<file path="config.mk">
export PLATFORM = sky130hd
export DESIGN_NAME = serial_frame_deframer
export DESIGN_NICKNAME = d
export VERILOG_FILES = /design/src/hdl/sfd_pkg.sv /design/src/hdl/sfd_parse.sv /design/src/hdl/sfd_out_buf.sv /design/src/hdl/serial_frame_deframer.sv
export SDC_FILE = /design/constraint.sdc
export NUM_CORES = 1
export LEC_CHECK = 0
export ABC_CLOCK_PERIOD_IN_PS = 10700
export BUFFER_PORTS_ARGS = -buffer_cell sky130_fd_sc_hd__buf_2
export CORE_MARGIN = 2
export CORE_UTILIZATION = 40
export DETAILED_ROUTE_END_ITERATION = 10
export HOLD_SLACK_MARGIN = 0.08
export PLACE_DENSITY = 0.67
export SLEW_MARGIN = 20
export SYNTH_ARGS = -nofsm -noshare
export SYNTH_HDL_FRONTEND = slang
export SYNTH_SLANG_ARGS = --single-unit
export TNS_END_PERCENT = 30
</file>
<file path="constraint.sdc">
create_clock -name clk -period 10.7 [get_ports clk]
set_input_delay 1.605 -clock clk [delete_from_list [all_inputs] [get_ports clk]]
set_output_delay 1.605 -clock clk [all_outputs]
set_load 0.02 [all_outputs]
</file>
<file path="src/hdl/sfd_pkg.sv">
package sfd_pkg;

    localparam int BYTE_W    = 8;
    localparam int KIND_W    = 2;
    localparam int CFG_IDX_W = 1;

    localparam logic [BYTE_W-1:0] XOR_SEED    = 8'hFF;
    localparam logic [BYTE_W-1:0] SOF_RESET   = 8'h01;
    localparam logic [BYTE_W-1:0] MAXLEN_RESET = 8'hFF;
    localparam logic [BYTE_W-1:0] LEN_MIN     = 8'd2;
    localparam logic [BYTE_W-1:0] TYPE_MAX    = 8'd1;

    typedef enum logic [2:0] {
        PH_HUNT = 3'd0,
        PH_LEN  = 3'd1,
        PH_TYPE = 3'd2,
        PH_DATA = 3'd3,
        PH_CSUM = 3'd4
    } sfd_phase_t;

    typedef enum logic [KIND_W-1:0] {
        KIND_DATA   = 2'd0,
        KIND_GOOD   = 2'd1,
        KIND_BADSUM = 2'd2,
        KIND_BADLEN = 2'd3
    } sfd_kind_t;

    typedef enum logic [CFG_IDX_W-1:0] {
        CFG_SOF_BYTE = 1'd0,
        CFG_MAX_LEN  = 1'd1
    } sfd_cfg_idx_t;

    typedef struct packed {
        sfd_kind_t         kind;
        logic [BYTE_W-1:0] data;
        logic              frame_type;
        logic [BYTE_W-1:0] position;
    } sfd_result_t;

    typedef struct packed {
        logic        vld;
        sfd_result_t res;
    } sfd_push_t;

endpackage

</file>
<file path="src/hdl/sfd_parse.sv">
module sfd_parse
    import sfd_pkg::*;
(
    input  logic                 clk,
    input  logic                 rst_n,
    input  logic                 accept,
    input  logic [BYTE_W-1:0]    rx_byte,
    input  logic                 cfg_we,
    input  logic [CFG_IDX_W-1:0] cfg_index,
    input  logic [BYTE_W-1:0]    cfg_data,
    output sfd_push_t            push
);

    logic [BYTE_W-1:0] sof_reg;
    logic [BYTE_W-1:0] max_len_reg;

    sfd_phase_t        phase_reg, phase_next;
    logic [BYTE_W-1:0] len_reg, len_next;
    logic              type_reg, type_next;
    logic [BYTE_W-1:0] cnt_reg, cnt_next;
    logic [BYTE_W-1:0] xor_reg, xor_next;

    logic [BYTE_W-1:0] cnt_inc;
    logic [BYTE_W-1:0] csum_xor;
    logic [BYTE_W-1:0] plen;

    always_ff @(posedge clk or negedge rst_n)
    begin
        if (!rst_n)
        begin
            sof_reg     <= SOF_RESET;
            max_len_reg <= MAXLEN_RESET;
        end
        else if (cfg_we)
        begin
            case (sfd_cfg_idx_t'(cfg_index))
                CFG_SOF_BYTE: sof_reg     <= cfg_data;
                CFG_MAX_LEN:  max_len_reg <= cfg_data;
                default:      ;
            endcase
        end
    end

    always_ff @(posedge clk or negedge rst_n)
    begin
        if (!rst_n)
        begin
            phase_reg <= PH_HUNT;
            len_reg   <= '0;
            type_reg  <= 1'b0;
            cnt_reg   <= '0;
            xor_reg   <= XOR_SEED;
        end
        else if (accept)
        begin
            phase_reg <= phase_next;
            len_reg   <= len_next;
            type_reg  <= type_next;
            cnt_reg   <= cnt_next;
            xor_reg   <= xor_next;
        end
    end

    assign cnt_inc  = cnt_reg + 8'd1;
    assign csum_xor = xor_reg ^ rx_byte;
    assign plen     = (len_reg >= LEN_MIN) ? (len_reg - LEN_MIN) : '0;

    always_comb
    begin
        phase_next = phase_reg;
        len_next   = len_reg;
        type_next  = type_reg;
        cnt_next   = cnt_reg;
        xor_next   = xor_reg;
        push       = '0;
        case (phase_reg)
            PH_LEN:
            begin
                if (rx_byte < LEN_MIN || rx_byte > max_len_reg)
                begin
                    phase_next    = PH_HUNT;
                    xor_next      = XOR_SEED;
                    push.vld      = accept;
                    push.res.kind = KIND_BADLEN;
                end
                else
                begin
                    len_next   = rx_byte;
                    xor_next   = XOR_SEED ^ rx_byte;
                    phase_next = PH_TYPE;
                end
            end
            PH_TYPE:
            begin
                if (rx_byte > TYPE_MAX)
                begin
                    phase_next = PH_HUNT;
                    xor_next   = XOR_SEED;
                end
                else
                begin
                    type_next  = rx_byte[0];
                    xor_next   = xor_reg ^ rx_byte;
                    cnt_next   = '0;
                    phase_next = (len_reg == LEN_MIN) ? PH_CSUM : PH_DATA;
                end
            end
            PH_DATA:
            begin
                push.vld            = accept;
                push.res.kind       = KIND_DATA;
                push.res.data       = rx_byte;
                push.res.frame_type = type_reg;
                push.res.position   = cnt_reg;
                xor_next            = xor_reg ^ rx_byte;
                cnt_next            = cnt_inc;
                if ({1'b0, cnt_inc} + 9'd2 >= {1'b0, len_reg})
                    phase_next = PH_CSUM;
            end
            PH_CSUM:
            begin
                push.vld            = accept;
                push.res.kind       = (csum_xor == '0) ? KIND_GOOD : KIND_BADSUM;
                push.res.frame_type = type_reg;
                push.res.position   = plen;
                phase_next          = PH_HUNT;
                xor_next            = XOR_SEED;
            end
            default:
            begin
                phase_next = (rx_byte == sof_reg) ? PH_LEN : PH_HUNT;
                xor_next   = XOR_SEED;
            end
        endcase
    end

`ifndef SYNTH
    a_badlen_hunts: assert property (@(posedge clk) disable iff (!rst_n)
        (push.vld && push.res.kind == KIND_BADLEN) |=> phase_reg == PH_HUNT)
        else $error("length error did not return to hunt");

    a_data_room: assert property (@(posedge clk) disable iff (!rst_n)
        phase_reg == PH_DATA |-> ({1'b0, cnt_reg} + 9'd2 < {1'b0, len_reg}))
        else $error("payload count ran past frame length");

    a_seed_idle: assert property (@(posedge clk) disable iff (!rst_n)
        (phase_reg == PH_HUNT || phase_reg == PH_LEN) |-> xor_reg == XOR_SEED)
        else $error("checksum not seeded outside a frame");
`endif

endmodule

</file>
<file path="src/hdl/sfd_out_buf.sv">
module sfd_out_buf
    import sfd_pkg::*;
(
    input  logic        clk,
    input  logic        rst_n,
    input  sfd_push_t   push,
    output logic        ready,
    output logic        out_vld,
    output sfd_result_t out_res,
    input  logic        out_rdy
);

    logic        out_vld_reg;
    logic        skid_vld_reg;
    sfd_result_t out_res_reg;
    sfd_result_t skid_res_reg;
    logic        pop;

    assign pop     = out_vld_reg && out_rdy;
    assign ready   = !skid_vld_reg;
    assign out_vld = out_vld_reg;
    assign out_res = out_res_reg;

    always_ff @(posedge clk or negedge rst_n)
    begin
        if (!rst_n)
        begin
            out_vld_reg  <= 1'b0;
            skid_vld_reg <= 1'b0;
        end
        else if (skid_vld_reg)
        begin
            if (pop)
                skid_vld_reg <= 1'b0;
        end
        else if (push.vld)
        begin
            if (!out_vld_reg || pop)
                out_vld_reg <= 1'b1;
            else
                skid_vld_reg <= 1'b1;
        end
        else if (pop)
        begin
            out_vld_reg <= 1'b0;
        end
    end

    always_ff @(posedge clk)
    begin
        if (skid_vld_reg)
        begin
            if (pop)
                out_res_reg <= skid_res_reg;
        end
        else if (push.vld)
        begin
            if (!out_vld_reg || pop)
                out_res_reg <= push.res;
            else
                skid_res_reg <= push.res;
        end
    end

`ifndef SYNTH
    a_skid_behind_out: assert property (@(posedge clk) disable iff (!rst_n)
        skid_vld_reg |-> out_vld_reg)
        else $error("skid entry without head entry");

    a_no_push_full: assert property (@(posedge clk) disable iff (!rst_n)
        skid_vld_reg |-> !push.vld)
        else $error("result pushed into full buffer");

    a_skid_drains: assert property (@(posedge clk) disable iff (!rst_n)
        (skid_vld_reg && pop) |=> (out_vld_reg && !skid_vld_reg))
        else $error("skid entry lost on drain");
`endif

endmodule

</file>
<file path="src/hdl/serial_frame_deframer.sv">
// channel  direction  handshake            payload
// in       input      in_valid/in_ready    rx_byte
// out      output     out_valid/out_ready  kind, data, frame_type, position
// cfg      input      cfg_we               cfg_index, cfg_data
//
// One byte per cycle while in_ready is high; each result is registered in the output buffer.
// Frame state updates in the same cycle the byte is taken; results go to a
// two-entry output buffer (head plus skid).
// in_ready drops only while the skid entry is occupied.
// Reset restores sof_byte 0x01, max_len 0xFF and the hunt state.
module serial_frame_deframer
    import sfd_pkg::*;
(
    input  logic                 clk,
    input  logic                 rst_n,
    input  logic                 in_valid,
    output logic                 in_ready,
    input  logic [BYTE_W-1:0]    rx_byte,
    output logic                 out_valid,
    input  logic                 out_ready,
    output logic [KIND_W-1:0]    kind,
    output logic [BYTE_W-1:0]    data,
    output logic                 frame_type,
    output logic [BYTE_W-1:0]    position,
    input  logic                 cfg_we,
    input  logic [CFG_IDX_W-1:0] cfg_index,
    input  logic [BYTE_W-1:0]    cfg_data
);

    logic        accept;
    sfd_push_t   push;
    sfd_result_t res;

    assign accept = in_valid && in_ready;

    sfd_parse u_parse (
        .clk       (clk),
        .rst_n     (rst_n),
        .accept    (accept),
        .rx_byte   (rx_byte),
        .cfg_we    (cfg_we),
        .cfg_index (cfg_index),
        .cfg_data  (cfg_data),
        .push      (push)
    );

    sfd_out_buf u_out_buf (
        .clk     (clk),
        .rst_n   (rst_n),
        .push    (push),
        .ready   (in_ready),
        .out_vld (out_valid),
        .out_res (res),
        .out_rdy (out_ready)
    );

    assign kind       = res.kind;
    assign data       = res.data;
    assign frame_type = res.frame_type;
    assign position   = res.position;

endmodule

</file>
# Yosys cells after proc, flatten, opt, wreduce, memory -nomap -nowiden

Index checks and enable logic that the tools add are counted.

Bits of input ports: 22
Output and inout port bits: 21
Logic and storage cells: 90
Flip-flop bits (word level): 84

Add/sub/neg operators: 3
Reductions and logical operators: 20
Muxes and demuxes: 28
Bitwise gates (word level): 7
Magnitude comparators: 5
Equality and inequality tests: 10

Operator list:

| cell                                                                                | count |
|---|---|
| 19-bit two-way mux                                                                  | 4 |
| 8-bit two-way mux                                                                   | 5 |
| 8-bit case mux with 3 select lines                                                  | 1 |
| 9-bit case mux with 2 select lines                                                  | 1 |
| 3-bit AND reduction                                                                 | 6 |
| 8-bit case mux with 2 select lines                                                  | 1 |
| 3-bit two-way mux                                                                   | 4 |
| 3-bit case mux with 4 select lines                                                  | 1 |
| 8-bit by 2-bit adder with 9-bit output, second input constant                       | 1 |
| 9-bit by 8-bit greater-or-equal comparator with 1-bit output                        | 1 |
| 3-bit case mux with 3 select lines                                                  | 1 |
| 8-bit by 1-bit adder with 8-bit output, second input constant                       | 1 |
| 8-bit by 2-bit equality test with 1-bit output, second input constant               | 1 |
| 8-bit equality test                                                                 | 1 |
| 8-bit by 2-bit greater-or-equal comparator with 1-bit output, second input constant | 1 |
| 8-bit by 1-bit > comparator with 1-bit output, second input constant                | 1 |
| 8-bit > comparator                                                                  | 1 |
| 8-bit zero test                                                                     | 1 |
| 8-bit by 2-bit less-than comparator with 1-bit output, second input constant        | 1 |
| 1-bit two-way mux                                                                   | 8 |
| 8-bit NOT                                                                           | 1 |
| 2-bit nonzero test                                                                  | 4 |
| 8-bit by 2-bit subtractor with 8-bit output, second input constant                  | 1 |
| 8-bit bitwise XOR                                                                   | 1 |
| other kinds (11)                                                                    | 24 |

# Longest topological paths before layout

Gate-level depths: netlist of the first run.

Depth after elaboration: 7
Gate-level depth with buffers: 13
Gate-level depth less buffers: 12

# Modules after synthesis

Synthesis of the first run repeated with hierarchy kept, for this count alone.

Cell total of the unflattened synthesis: 442
Area, all modules: 4850.9 µm²

Modules (own cells, without submodules):

| module                | sequential area each (µm²) | area each (µm²) | cells each | times used |
|---|---|---|---|---|
| sfd_parse             | 1122.3                     | 3281.9          | 370        | 1 |
| sfd_out_buf           | 1191.1                     | 1562.7          | 71         | 1 |
| serial_frame_deframer | 0.0                        | 6.3             | 1          | 1 |

# Worst setup path before layout of the first run

No wires, ideal clock.

Path type: input -> register
Start: in rx_byte[7]
End: reg u_out_buf.skid_res_reg[0] (netlist bit) (enable)
Cell stages on the path: 7
Required time: 10249 ps
Data arrival time: 5077 ps
Setup time: 451 ps
Slack: 5172 ps
Buffers on the path: 1
Cells stage by stage: buf_4 or4_4 nor4_1 or2_2 o211a_1 nor2_1 nor4b_1

Longest elaborated chain between the ends: 5
Elaborated cells on any way between the ends: 6
Those cells by class: order compare: 2; mux: 2; reduce/logical: 2

RTL lines:

| what                                                                                               | line                        | text |
|---|---|---|
| start: declaration                                                                                 | serial_frame_deframer.sv:18 | `input logic [BYTE_W-1:0] rx_byte,` |
| 8-bit by 2-bit less-than comparator with 1-bit output / 8-bit > comparator (equally long branches) | sfd_parse.sv:79             | `if (rx_byte < LEN_MIN \|\| rx_byte > max_len_reg)` |
| 1-bit logical OR (*)                                                                               | sfd_parse.sv:79             |  |
| 3-bit two-way mux (*)                                                                              | sfd_parse.sv:79             |  |
| 3-bit case mux with 3 select lines (*)                                                             | sfd_parse.sv:76             | `case (phase_reg)` |
| 3-bit AND reduction (no line) (*)                                                                  | n/a                         |  |
| end signal: assignment                                                                             | sfd_out_buf.sv:61           | `skid_res_reg <= push.res;` |
| end: declaration                                                                                   | sfd_out_buf.sv:16           | `sfd_result_t skid_res_reg;` |

Mark *: on every way between the ends. The rest lies on a longest branch, timed or not.
A chain may end at the register's enable or synchronous reset.

# Final worst setup path of the first run

Start: in rx_byte[6]
End: reg u_out_buf.skid_res_reg[2] (netlist bit) (enable)

Same word-level chain as after synthesis.

==> impl_metrics.ini, run 1 <==
[global_routing]
grt_pass1_vias = 3292
grt_overflow = 0
grt_pass1_wl_mm = 16.7
grt_use_total_pct = 16.6
grt_antenna_before_repair = 0
grt_max_degree = 47

[clocking]
cts_tree = built
ctsResizeCount = 0
ctsLongestPathBuffers = 2
cts_setup_buffers = 0
numClockSinks = 84
clkTransAtPathRegs_ps = 60
cts.htree.levels = 3
numCtsBuffers = 9
cts_root_buf = clkbuf_16
clk-insertion-delay-late_ps = 330
ctsHoldBuffers = 0

[synthesis]
synth_edf_count = 38
synth_cell_type_count = 54
netlist_top_cells_area = edfxtp_1 24%, dfrtp_1 15%, mux2_2 10%
async_flop_share_pct = 54.8
ys_warn_count = 0
netlist_area_um2 = 4710
synthFlopType = edfxtp_1
avgSynthCellArea_um2 = 10.7
yosysSeqAreaShare_pct = 49.2
synth.most_common_cell = mux2_2
synth_top_cells_by_count = 42 x mux2_2, 40 x o21ai_0, 38 x edfxtp_1
synthCells = 441
ys_seq_elements = 84
syn_nets = 482
yosysTopAreaCellShare_pct = 24.2
synth.largest_area_cell = edfxtp_1

[placement]
place_ws_ps = 6430
dpl_cell_area_um2 = 5020
port_buffers = 42
dp_hpwl_mm = 7.24
dp_cells = 604
gp_congestion = 0.852

[critical_path]
critPathMaxStageDelay_ps = 550
path_cells = buf_2, or4_4, nor4_1, or3_1, o211a_1, nor2_1, nor4b_2, buf_4
start_kind = input port
critPathMaxFanout = 18
critPathCaptureType = flip-flop
r2r_setup_slack_ps = 7460
required_ps = 10720
cp.arrival_ps = 3980
crit_slowest_cell = or4_4
path_class = in2reg

[floorplan]
dieArea_um2 = 12600
initial_core_util_pct = 41.0
core_area_um2 = 11500
rows = 39
die_w_um = 112
die_h_um = 112
ios = 43

[final_layout]
stdcell_count = 620
area_growth_pct = 13.1
antennaDiodeCount = 0
drive_gt1_share_pct = 28.3
fill_cells = 1059
nets = 513
final_area_um2 = 5320

[routing]
drt_wl_total_mm = 10.0
drtAntennaViolNets = 0
wire_per_inst_um = 16.2
firstDrtPassIters = 4
drc = 0
first_iter_violations = 236
vias = 3430
avgViaCountPerCell = 5.53

[timing]
setup_viol = 0
fin_crit_sh_pct = 37.0
layout_min_cycle_time_ps = 3960
worst_pin_slew_ps = 730
finClkSkew_ps = 8.36
setup_tns_ps = 0
slew_viol_final = 0
timing.fmax_mhz = 252
layout_setup_ws_ps = 6740
slew_headroom_pct = 51.1
hold_viol = 0
rsz0062_at_grt = no

[power_and_ir_drop]
power_frac_comb_pct = 33.0
power_switching_mw = 0.427
pwr-share-clk_pct = 25.1
power_frac_seq_pct = 41.9
power_switching_share_pct = 35.3
intPower_mw = 0.783
finalPower_mw = 1.21
max-vdd-ir-drop_uv = 116
powerDensity_nw_per_um2 = 227
leakage_nw = 2.17

[run]
drv_cap = 0

[run_status]
status = finished clean

[worst_hold_path]
hold_path_class = reg2reg
-- routing by layer --
metal | GRT usage [%] | routed length [um] | part of all wire (%) | up-vias
met5 | 0 | 0 | 0 | -
met4 | 4.39 | 95 | 0.95 | 0
met3 | 3.89 | 568 | 5.7 | 7
li1 | - | - | - | 1642
met2 | 25.8 | 4560 | 46 | 116
met1 | 23.5 | 4790 | 48 | 1665
-- power groups by stage --
stage	Combinational [mW]	Clock, mW	Sequential, mW
after floorplan	0.291	0	0.505
after global routing	0.449	0.325	0.517
after global placement	0.387	0	0.508
after detailed placement	0.397	0	0.511
final	0.399	0.303	0.507
after CTS	0.400	0.312	0.505
-- through the flow --
| stage | hold slack [ps] | utilization, % |
|---|---|---|
| global placement | 484 | 43.8 |
| detailed placement | 491 | 43.8 |
| global route | 549 | 46.4 |
| floorplan | 463 | - |
| CTS | 506 | 46.4 |
| finish | 508 | 46.4 |
-- cells in the final DEF (no fill, tap or decap), types with 8 or more instances in the layout --
cell	n
a21oi_1	19
ha_1	19
xor2_1	12
xnor2_1	21
dfstp_2	17
inv_1	22
nor2_1	35
buf_2	41
dfrtp_1	29
clkbuf_16	9
and3_1	8
nand2_1	29
edfxtp_1	38
mux2_2	42
o21ai_0	40
-- cell families (layout without fill, tap and decap cells) --
group,count (synthesis),in the layout,synth area share (%)
xor gates and xnor gates,33,33,6.14
buffers and inverters,48,84,4.12
and+or+nand+nor,127,127,13.8
AOI/OAI and AO/OA,88,88,11.7
DFF,84,84,49.2
muxes,42,42,10.1
adders and majority gates,19,19,5.05
-- worst max-delay path, delay by kind of cell --
| family | cells | cell delay [ps] |
|---|---|---|
| and+or+nand+nor | 5 | 1680 |
| buffers and inverters | 2 | 480 |
| AOI/OAI and AO/OA | 1 | 190 |
-- path summary, 6_finish.rpt --
path                                        endpoint          startpoint  cells past startpoint
hold / removal                      u_parse.type_reg    u_parse.type_reg                      2
setup reg to reg                u_parse.phase_reg[0]  u_parse.cnt_reg[0]                     12
hold reg to reg                     u_parse.type_reg    u_parse.type_reg                      2
setup / recovery           u_out_buf.skid_res_reg[2]          rx_byte[6]                      8
min in group asynchronous         u_parse.cnt_reg[6]               rst_n                      1
max in group asynchronous         u_parse.len_reg[5]               rst_n                      1
-- area by class of cell --
class / instances / area, um^2 / share of cell area [%]
clock buffers: 10 / 229 / 4.30
clock inverters: 6 / 62.6 / 1.18
inverters: 22 / 82.6 / 1.55
multi-input cells: 309 / 2210 / 41.6
flip-flops and latches: 84 / 2310 / 43.5
well taps: 143 / 179 / 3.36
repair buffers: 46 / 243 / 4.56
Power figures use the tool's default switching activity.
==> run 2: changes to the inputs <==
Settings changed: ABC_CLOCK_PERIOD_IN_PS 10700 to 3700.
Clock period 10.7 ns to 3.7 ns, I/O delays scaled along.
==> run 2 against run 1 <==
Effect of this change:
- first-iteration DRC count down 3.8%
- die area unchanged
- sequential share of layout area about the same
- routed wire length down 1.2%
- setup slack worse by 6100 ps
- total power rose to 2.9 times the previous value
- clock power rose to 2.7 times the previous value
- register-to-register slack worse by 6900 ps
- non-clock buffer count up 2
- critical path type is now reg2reg
- critical endpoint is now u_parse.phase_reg[1]
- highest routed layer unchanged
==> impl_metrics.ini, run 2 (same netlist as run 1, synthesis figures left out) <==
[timing]
worst_pin_slew_ps = 731
hold_viol = 0
setup_viol = 0
fin_crit_sh_pct = 84.1
finClkSkew_ps = 9.81
setup_tns_ps = 0
timing.fmax_mhz = 321
layout_setup_ws_ps = 589
slew_viol_final = 0
rsz0062_at_grt = no
whs_ps = 244
layout_min_cycle_time_ps = 3110
slew_headroom_pct = 51.2

[final_layout]
area_growth_pct = 13.2
nets = 515
layout_commonest_cell = mux2_2
final_area_um2 = 5330
antennaDiodeCount = 0
final_cell_mix = 42 x mux2_2, 41 x buf_2, 40 x o21ai_0
drive_gt1_share_pct = 28.2
fill_cells = 1054
stdcell_count = 622
fin_util_pct = 46.4

[floorplan]
rows = 39
ios = 43
die_h_um = 112
die_w_um = 112
core_area_um2 = 11500
dieArea_um2 = 12600
initial_core_util_pct = 41.0

[critical_path]
critPathMaxStageDelay_ps = 550
crit_slowest_cell = dfrtp_1
start_kind = flip-flop
path_class = reg2reg
path_cells = ha_1, nand2_1, or2_2, xor2_1, o31ai_1, nand2_1, xnor2_1, ha_1, o21ai_0, a21oi_1, o41a_4, a21oi_1
r2r_cells = 12
critPathMaxFanout = 12
cp.arrival_ps = 3370
critPathCaptureType = flip-flop
required_ps = 3960

[placement]
dpl_cell_area_um2 = 5050
port_buffers = 42
dp_cells = 606
dp_hpwl_mm = 7.30
gp_congestion = 0.869
place_ws_ps = 634

[clocking]
clkTransAtPathRegs_ps = 60
numCtsBuffers = 9
ctsResizeCount = 0
ctsHoldBuffers = 0
ctsLongestPathBuffers = 2
numClockSinks = 84
clk-insertion-delay-late_ps = 340
cts_setup_buffers = 0
cts_tree = built
cts_root_buf = clkbuf_16
cts.htree.levels = 3

[routing]
drc = 0
avgViaCountPerCell = 5.50
drtAntennaViolNets = 0
drt_wl_total_mm = 9.90
vias = 3423
wire_per_inst_um = 15.9
firstDrtPassIters = 5
first_iter_violations = 227

[global_routing]
busiest_layer = met2
grt_antenna_before_repair = 0
grt_pass1_wl_mm = 17.1
grt_overflow = 0
grtUsageMet3_pct = 4.00
grt_pass1_vias = 3427
met1_usage_pct = 23.3
grt_use_total_pct = 16.8
grtUsageMet2_pct = 26.2
grt_max_degree = 47

[power_and_ir_drop]
powerDensity_nw_per_um2 = 651
power_frac_seq_pct = 41.9
leakage_nw = 2.18
intPower_mw = 2.23
max-vdd-ir-drop_uv = 335
power_switching_share_pct = 35.7
pwr-share-clk_pct = 23.9
power_frac_comb_pct = 34.2
power_switching_mw = 1.24
finalPower_mw = 3.47

[run_status]
status = finished clean

[worst_hold_path]
hold_path_class = in2async

[run]
drv_cap = 0
[run 2: cell count changes in the layout (fill, tap and decap cells not counted), sizes merged]
cell / previous run / this run
clkbuf: 10 / 13
buf: 46 / 48
clkinvlp: 3 / 1
bufinv: 1 / 0
clkinv: 1 / 2
inv: 23 / 22
[run 2: final cells by class]
class	count	area, um^2	area share [%]
clock buffers	13	250	4.70
clock inverters	3	25.0	0.470
inverters	22	82.6	1.55
multi-input cells	309	2220	41.6
flip-flops and latches	84	2310	43.4
well taps	143	179	3.36
repair buffers	48	258	4.84
[run 2: layer usage]
layer	vias up	wire length [um]
met5	-	0
met2	115	4510
li1	1646	-
met3	9	542
met1	1653	4730
met4	0	119
[run 2: power by group through the flow]
| stage | combinational, mW | sequential [mW] | clock, mW |
|---|---|---|---|
| after global placement | 1.15 | 1.45 | 0 |
| after global routing | 1.34 | 1.49 | 0.887 |
| after floorplan | 0.844 | 1.46 | 0 |
| after detailed placement | 1.18 | 1.47 | 0 |
| final | 1.19 | 1.45 | 0.827 |
| after CTS | 1.19 | 1.45 | 0.846 |
[run 2: path summary, 6_finish.rpt]
kind / startpoint / slack (ps) / end
max: u_parse.cnt_reg[0] / 590 / u_parse.phase_reg[1]
min in group clk: cfg_data[4] / 470 / u_parse.max_len_reg[4]
max in group asynchronous: rst_n / 3040 / u_parse.len_reg[1]
min: rst_n / 240 / u_parse.sof_reg[1]
max reg2reg: u_parse.cnt_reg[0] / 590 / u_parse.phase_reg[1]
min reg2reg: u_parse.type_reg / 520 / u_parse.type_reg
[run 2: critical path, delay by kind of cell, from the launching register on]
kind                     cells  cell delay (ps)
AO/OA/AOI/OAI                5             1010
adder cells (fa/ha/maj)      2              670
flip-flops                   1              550
AND/OR/NAND/NOR              3              460
XOR/XNOR                     2              350
==> run 3: changes to the inputs <==
Settings changed: ABC_CLOCK_PERIOD_IN_PS 3700 to 3100.
Clock period 3.7 ns to 3.1 ns, I/O delays scaled along.
==> run 3 against run 2 <==
Effect of this change:
- clock skew fell by 2.3 ps
- setup slack got worse by 290 ps
- first-iteration DRC count fell by 7.9%
- cell count rose by 1.6%
- clock-buffer cell count fell by 2
- critical path type unchanged
- largest power group unchanged
- highest routed layer unchanged
==> impl_metrics.ini, run 3 (same netlist as run 1, synthesis figures left out) <==
[run_status]
status = finished clean

[routing]
wire_per_inst_um = 15.8
drt_wl_total_mm = 9.97
drtAntennaViolNets = 0
firstDrtPassIters = 4
vias = 3428
avgViaCountPerCell = 5.42
drc = 0
first_iter_violations = 209

[placement]
dp_cells = 616
gp_congestion = 0.901
dpl_cell_area_um2 = 5120
port_buffers = 42
dp_hpwl_mm = 7.36

[power_and_ir_drop]
finalPower_mw = 4.34
max-vdd-ir-drop_uv = 444
powerDensity_nw_per_um2 = 795
leakage_nw = 2.25

[floorplan]
rows = 39
initial_core_util_pct = 41.0
die_h_um = 112
dieArea_um2 = 12600
core_area_um2 = 11500
die_w_um = 112
ios = 43

[critical_path]
start_kind = flip-flop
required_ps = 3360
r2r_setup_slack_ps = 290
cp.arrival_ps = 3060
path_class = reg2reg
crit_path_start = u_parse.cnt_reg[3]
crit_end = u_parse.phase_reg[0]
critPathCaptureType = flip-flop
critPathMaxFanout = 8
r2r_cells = 11
r2r_end = u_parse.phase_reg[0]
regToRegStartpoint = u_parse.cnt_reg[3]

[timing]
timing.fmax_mhz = 356
setup_tns_ps = 0
layout_min_cycle_time_ps = 2810
slew_headroom_pct = 51.0
hold_viol = 0
whs_ps = 134
finClkSkew_ps = 7.50
fin_crit_sh_pct = 90.5
worst_pin_slew_ps = 734
rsz0062_at_grt = no
setup_viol = 0
slew_viol_final = 0

[final_layout]
stdcell_count = 632
nets = 525
drive_gt1_share_pct = 30.1
final_cell_mix = 42 x mux2_2, 41 x buf_2, 40 x o21ai_0
final_area_um2 = 5460
antennaDiodeCount = 0
layout_commonest_cell = mux2_2
area_growth_pct = 16.0
fill_cells = 1034

[global_routing]
grt_max_degree = 47
grt_pass1_wl_mm = 16.8
grt_pass1_vias = 3409
grt_antenna_before_repair = 0
grt_use_total_pct = 16.6
grt_overflow = 0

[clocking]
cts_tree = built
ctsLongestPathBuffers = 2
cts_setup_buffers = 0
ctsHoldBuffers = 0
numClockSinks = 84
clkTransAtPathRegs_ps = 60
cts.htree.levels = 3
cts_root_buf = clkbuf_16
numCtsBuffers = 9
clk-insertion-delay-late_ps = 340

[run]
drv_cap = 0

[worst_hold_path]
hold_path_class = in2async
run 3: cell types whose count changed in the layout (fill, tap and decap cells not counted), sizes merged:
cell | previous run | this run
bufinv | 0 | 2
clkbuf | 13 | 11
clkinvlp | 1 | 0
clkinv | 2 | 3
buf | 48 | 58
run 3: worst min-delay path by stage:
stage	endpoint	slack, ps	depth (start not counted)
2_1_floorplan	u_out_buf.out_vld	170	0
3_3_place_gp	u_parse.type_reg	480	2
3_5_place_dp	u_parse.type_reg	500	2
4_1_cts	u_parse.max_len_reg[7]	360	2
5_1_grt	u_parse.cnt_reg[7]	190	1
6_report	u_parse.cnt_reg[7]	130	1
run 3: routing by layer:
metal / part of all wire [%] / GRT usage, %
met5: 0 / 0
met4: 1.9 / 5.45
met3: 5.1 / 3.94
met2: 45 / 25.9
met1: 48 / 22.8
run 3: worst max-delay path, cell delays in order (launching register included):
cell and delay, ps:
dfrtp_1 470, nand3_1 180, or2_2 330, xor2_1 180, o31ai_1 270, nand2_1 120, xnor2_1 190, ha_1 250
o21ai_0 70, a21oi_1 90, o41a_4 450, a22oi_2 120
run 3: repair_timing:
item | CTS | global route
setup endpoints to repair | 0 | 3
gates resized for setup | 0 | 2
hold endpoints to repair | 0 | 0
run 3: area by class of cell:
class | instances | area [um^2] | share of cell area [%]
Clock buffer | 11 | 233 | 4.26
Inverter | 22 | 82.6 | 1.51
Clock inverter | 5 | 86.3 | 1.58
Sequential cell | 84 | 2310 | 42.4
Multi-Input combinational cell | 309 | 2230 | 40.9
Tap cell | 143 | 179 | 3.28
Timing Repair Buffer | 58 | 333 | 6.10
run 3: power by group:
part / leakage (nW) / internal [mW] / switching, mW
clock: 0.154 / 0.710 / 0.435
sequential: 0.898 / 1.50 / 0.197
combinational: 1.20 / 0.641 / 0.857
total: 2.25 / 2.85 / 1.49
run 3: through the flow:
stage | utilization, % | worst slack (ps)
2_1_floorplan | - | 29.4
6_report | 47.6 | 294
5_1_grt | 47.6 | 7.19
3_5_place_dp | 44.7 | 186
3_3_place_gp | 44.7 | 334
4_1_cts | 47.5 | 212
